### src/rtl/core/heq_ram.sv
// ----------------------------------------------------------------------------
// Generic single-port-write, single-port-read RAM
// One write and one registered read per cycle; read data holds without re.
// ----------------------------------------------------------------------------
`default_nettype none

module heq_ram #(
    parameter int WIDTH = 8,
    parameter int DEPTH = 256
) (
    input  wire logic                                   clk,
    input  wire logic                                   we,
    input  wire logic [((DEPTH > 1) ? $clog2(DEPTH) : 1)-1:0] waddr,
    input  wire logic [WIDTH-1:0]                       wdata,
    input  wire logic                                   re,
    input  wire logic [((DEPTH > 1) ? $clog2(DEPTH) : 1)-1:0] raddr,
    output logic      [WIDTH-1:0]                       rdata
);

    logic [WIDTH-1:0] mem [DEPTH];

    always_ff @(posedge clk)
    begin
        if (we)
        begin
            mem[waddr] <= wdata;
        end
        if (re)
        begin
            rdata <= mem[raddr];
        end
    end

endmodule

`default_nettype wire

### config.mk
export PLATFORM = sky130hd
export DESIGN_NAME = heq_ram
export DESIGN_NICKNAME = d
export VERILOG_FILES = /design/src/rtl/core/heq_ram.sv
export SDC_FILE = /design/constraint.sdc
export NUM_CORES = 2
export LEC_CHECK = 0
export BUFFER_PORTS_ARGS = -buffer_cell sky130_fd_sc_hd__buf_2
export CORE_MARGIN = 5
export CORE_UTILIZATION = 35
export DETAILED_ROUTE_END_ITERATION = 10
export SETUP_SLACK_MARGIN = 0.5
export SLEW_MARGIN = 20
export SYNTH_ARGS = -nofsm -noshare
export SYNTH_HDL_FRONTEND = slang
export SYNTH_SLANG_ARGS = --single-unit
export TNS_END_PERCENT = 30
### constraint.sdc
create_clock -name clk -period 2.2 [get_ports clk]
set_input_delay 0.11 -clock clk [delete_from_list [all_inputs] [get_ports clk]]
set_output_delay 0.11 -clock clk [all_outputs]
set_load 0.02 [all_outputs]
Word-level counts from Yosys, hierarchy flattened
Memories as Yosys holds them, arrays and structs flattened. A register that Yosys moved wholly into a read port is not among the register bits.
Index checks and enable logic that the tools add are counted.
{ "totals": {"reg_bits": 0, "latch_bits": 0, "ram_bits": 2048, "romBits": 0, "input_bits": 27, "n_memories": 1} }
{ "op_classes": {"addsub": 0, "multipliers": 0, "div_mod_pow": 0, "magnitude_cmp": 0, "eq_ne": 0, "shift": 0, "mux": 2, "n_bitwise": 0, "reduce_logical": 0} }
{ "mem_list": {"columns": ["name", "words", "width", "read_ports", "rd_clocked_by_memory_dff", "write_ports", "line", "text"], "rows": [
  ["mem", 256, 8, 1, 1, 1, "20", "logic [WIDTH-1:0] mem [DEPTH];"]
]} }
{ "op_table": {"columns": ["cell", "count"], "rows": [
  ["two-way mux 1 bit", 2]
]} }

Longest topological paths before layout
{ "logic_depth": {"word_depth": 2, "ltp_mapped": 11, "depth_no_buf": 6} }

Worst setup path after synthesis
No wires, ideal clock.
{ "synth_path": {"path_kind": "input to register", "from": "input raddr[0] (netlist name)", "to": "register rdata[2], read port of mem, data pin", "setup_time_ns": 0.269, "t_arrival_ns": 1.917, "t_required_ns": 1.931, "setup_slack_ns": 0.014, "stages": 9, "path_cell_list": "buf_6 > buf_12 > buf_8 > buf_2 > mux4_2 > a22oi_1 > a21oi_1 > nor4_1 > nor4_2"} }
{ "synth_lines": {"columns": ["item", "line", "text"], "rows": [
  ["start, declared", "16", "input wire logic [((DEPTH > 1) ? $clog2(DEPTH) : 1)-1:0] raddr,"],
  ["end, declared", "17", "output logic [WIDTH-1:0] rdata"]
]} }

==> run_results.csv <==
group,metric,value,unit
global_route,grt_pass1_wl,301000,µm
timing,final_max_slew_viol_count,0,
global_route,grt_pass1_vias,41600,
setup_path,crit_chain,"mux4_2 > mux4_2 > nor2_1 > a2111oi_1 > nor3_2 > nor4_1",
setup_path,reg2reg_from,"mem[131][1]",
routing,wl_per_cell,27.0,µm
timing,fin_crit_sh,108,%
floorplanning,num_rows,175,
finish,final_layout_size_suffix_gt1_share,34.5,%
setup_path,r2r_end,"rdata[1]",
yosys,syn_area_per_cell,21.3,µm²
setup_path,cp.depth,6,
yosys,synth-edff-count,2056,
worst_hold_path,holdCritStartpoint,"waddr[4]",
global_route,grt_use_total,17.3,%
finish,area_delta_synth_final,20.9,%
yosys,syn_area,79600,µm²
yosys,syn_inst,3733,
place,place_hpwl,136000,µm
routing,vias,40800,
place,numPlacedInstances,7250,
finish,instances_no_fill,7642,
yosys,synth_warnings,0,
power_and_ir_drop,p_seq_share,52.7,%
yosys,yosys.area.top_type_share,77.5,%
setup_path,required,2.77,ns
power_and_ir_drop,irDropWorstVdd,0.831,mV
status,violations,"negative setup slack",
clock_network,root_buffer,"clkbuf_16",
timing,relSlewSlack,38.2,%
place,place_area,89100,µm²
global_route,grt_overflow,0,
timing,max_freq,419,MHz
yosys,async_flop_share,0,%
power_and_ir_drop,internal-power,64400,µW
setup_path,crit_end,"rdata[1]",
setup_path,crit_path_end_kind,"flip-flop",
finish,final_common_cell,"edfxtp_1",
yosys,syn_nets,3760,
setup_path,r2r_cells,6,
flow_run,cap_violations,0,
setup_path,critPathTopFamily,"multiplexers",
setup_path,r2r_slack,-0.19,ns
clock_network,clk_pin_slew,0.06,ns
clock_network,cts_htree_levels,4,
setup_path,crit_top_cell,"mux4_2",
timing,hold_violations,0,
setup_path,crit_arrival,2.95,ns
routing,avgViaCountPerCell,5.33,
finish,nets,4487,
global_route,antenna_found_initial,11,
routing,drc,0,
setup_path,crit_type,"flip-flop to flip-flop",
power_and_ir_drop,clkPwrFrac,41.4,%
floorplanning,ioPinCount,35,
clock_network,clockBufferDepth,3,
routing,drt_iter0_drc,4641,
power_and_ir_drop,swShare,21.5,%
setup_path,startpoint,"mem[131][1]",
status,outcome,"finished, violations left",
yosys,synth_seq_cells,2056,
finish,final_cell_mix,"2056 x edfxtp_1, 623 x buf_4, 455 x mux4_2, 222 x nor2_1, 204 x clkbuf_16",
worst_hold_path,hold_path_class,"primary input to flip-flop",
finish,stdcell_area,96200,µm²
timing,setup_viol,8,
clock_network,cts_buffers,203,
clock_network,cts_sinks,2056,
yosys,ys_types,54,
timing,rsz0062_at_grt,"true",
setup_path,worstPathMaxFanout,1,
floorplanning,dieArea,237000,µm²
setup_path,slowest_stage,"mux4_2",
clock_network,insertion_delay,0.84,ns
place,port-buffer-count,34,
floorplanning,start_util,35.1,%
global_route,grt_max_degree,115,
floorplanning,die_w,487,µm
yosys,yosys.area.top_type,"edfxtp_1",
yosys,synth-seq-area-share,77.5,%
setup_path,cpPeakStageDelay,0.55,ns
power_and_ir_drop,net-switching-power,17700,µW
yosys,ys.flop_type,"edfxtp_1",
floorplanning,die_y,487,µm
yosys,synth_area_leaders,"edfxtp_1 78%, mux4_2 13%, mux2i_1 1.7%, nor2_1 1.3%, a22oi_1 1.3%",
timing,setup_slack,-0.187,ns
power_and_ir_drop,pwr-share-comb,5.9,%
timing,worst_pin_slew,0.927,ns
setup_path,cp-start-kind,"flip-flop",
timing,final.min_clock_period,2.39,ns
routing,first_pass_iters,5,
clock_network,cts_tree,"built",
routing,wl,207000,µm
place,gp_congestion,0.831,
setup_path,crit_buf_inv,0,
power_and_ir_drop,power.leakage,0.0307,µW
finish,final_util,42.4,%
floorplanning,coreArea,227000,µm²
power_and_ir_drop,power.density,853,nW/µm²
timing,finClkSkew,0.0426,ns
routing,ant_nets,0,
final cells by class:
| class | instances | area (µm²) |
|---|---|---|
| fill | 19600 | 131000 |
| sequential | 2056 | 61700 |
| multi-input combinational | 1442 | 17300 |
| timing repair buffer | 755 | 6820 |
| clock buffer | 251 | 5280 |
| tap | 3009 | 3760 |
| clock inverter | 122 | 1290 |
| antenna | 5 | 12.5 |
| inverter | 2 | 7.51 |
stage by stage:
| step | setup WS [ns] | setup TNS [ns] | hold WS [ns] | power (µW) |
|---|---|---|---|---|
| finish | -0.187 | -0.964 | 0.111 | 82100 |
| global route | -0.224 | -1.25 | 0.0629 | 84600 |
| CTS | -0.171 | -1.07 | 0.0327 | 82700 |
| detailed placement | -1.14 | -7.20 | 0.406 | 48800 |
| global placement | -1.10 | -7.18 | 0.407 | 48700 |
| floorplan | 0.133 | 0 | 0.209 | 46300 |
worst min path at each step:
stage                     slack (ns)     endpoint  depth (start not counted)
after floorplan                 0.21    mem[0][0]                          0
after global placement          0.41   mem[58][6]                          1
after detailed placement        0.41   mem[57][6]                          1
after CTS                       0.03  mem[208][3]                          5
after global routing            0.06  mem[191][6]                          3
final                           0.11  mem[191][6]                          3
routing by layer:
layer  part of all wire [%]  wire (µm)  up-vias  track usage (%)
li1                       -          -    17200                -
met1                     42      85900    21700             24.3
met2                     48     100000     1573             28.0
met3                    6.9      14200      322             2.92
met4                    3.1       6340        2             5.03
met5                 0.0063         13        -                0
what timing repair did:
| action | 4_1_cts | 5_1_grt |
|---|---|---|
| resized for setup | 55 | 32 |
| setup buffers | 0 | 0 |
| hold buffers | 14 | 0 |
| setup endpoints to repair | 12 | 94 |
| hold endpoints to repair | 1417 | 0 |
| pin swaps | 17 | 27 |
| gates cloned | 0 | 0 |
synthesized netlist by cell type (5+ instances only):
master       n
a22oi_1    133
a211oi_1    16
o211ai_1    10
nor3_1      22
buf_8       13
clkbuf_1   111
a221oi_1    13
nand2b_1     8
o22a_1       5
nor2_1     282
buf_2       31
nand4_1     10
o21ai_0     10
mux4_2     454
nand2_1     33
mux2i_1    134
a21oi_1     96
buf_4       27
buf_6       21
buf_1       22
nor4_1      24
and2_1       6
nor2b_1     31
o221ai_1    46
nand3_1     34
edfxtp_1  2056
a22o_1       8
o22ai_1     28
buf_12       8
power groups by stage:
stage	registers (µW)	clock network, µW	logic, µW
2_1_floorplan	44100	0	2190
3_3_place_gp	44100	0	4660
3_5_place_dp	44100	0	4710
4_1_cts	43200	34600	4830
5_1_grt	43200	36300	5090
6_report	43200	34000	4830
flip-flops by register name (all words and copies together) (netlist names):
| name | count |
|---|---|
| rdata | 8 |
| mem | 2048 |
worst min-delay path, cell delays in order:
cell,delay (ns)
buf_2,0.15
nand3_1,0.34
nor2_2,0.14
cells by family (layout without fill, tap and decap cells):
| logic type | count (synthesis) | in the layout | synth area share [%] |
|---|---|---|---|
| AOI/OAI and AO/OA | 385 | 385 | 3.42 |
| muxes | 591 | 591 | 14.6 |
| DFF | 2056 | 2056 | 77.5 |
| buffers and inverters | 235 | 1130 | 1.83 |
| and+or+nand+nor | 466 | 466 | 2.63 |
| other | 0 | 5 | 0 |
Power figures use the tool's default switching activity.
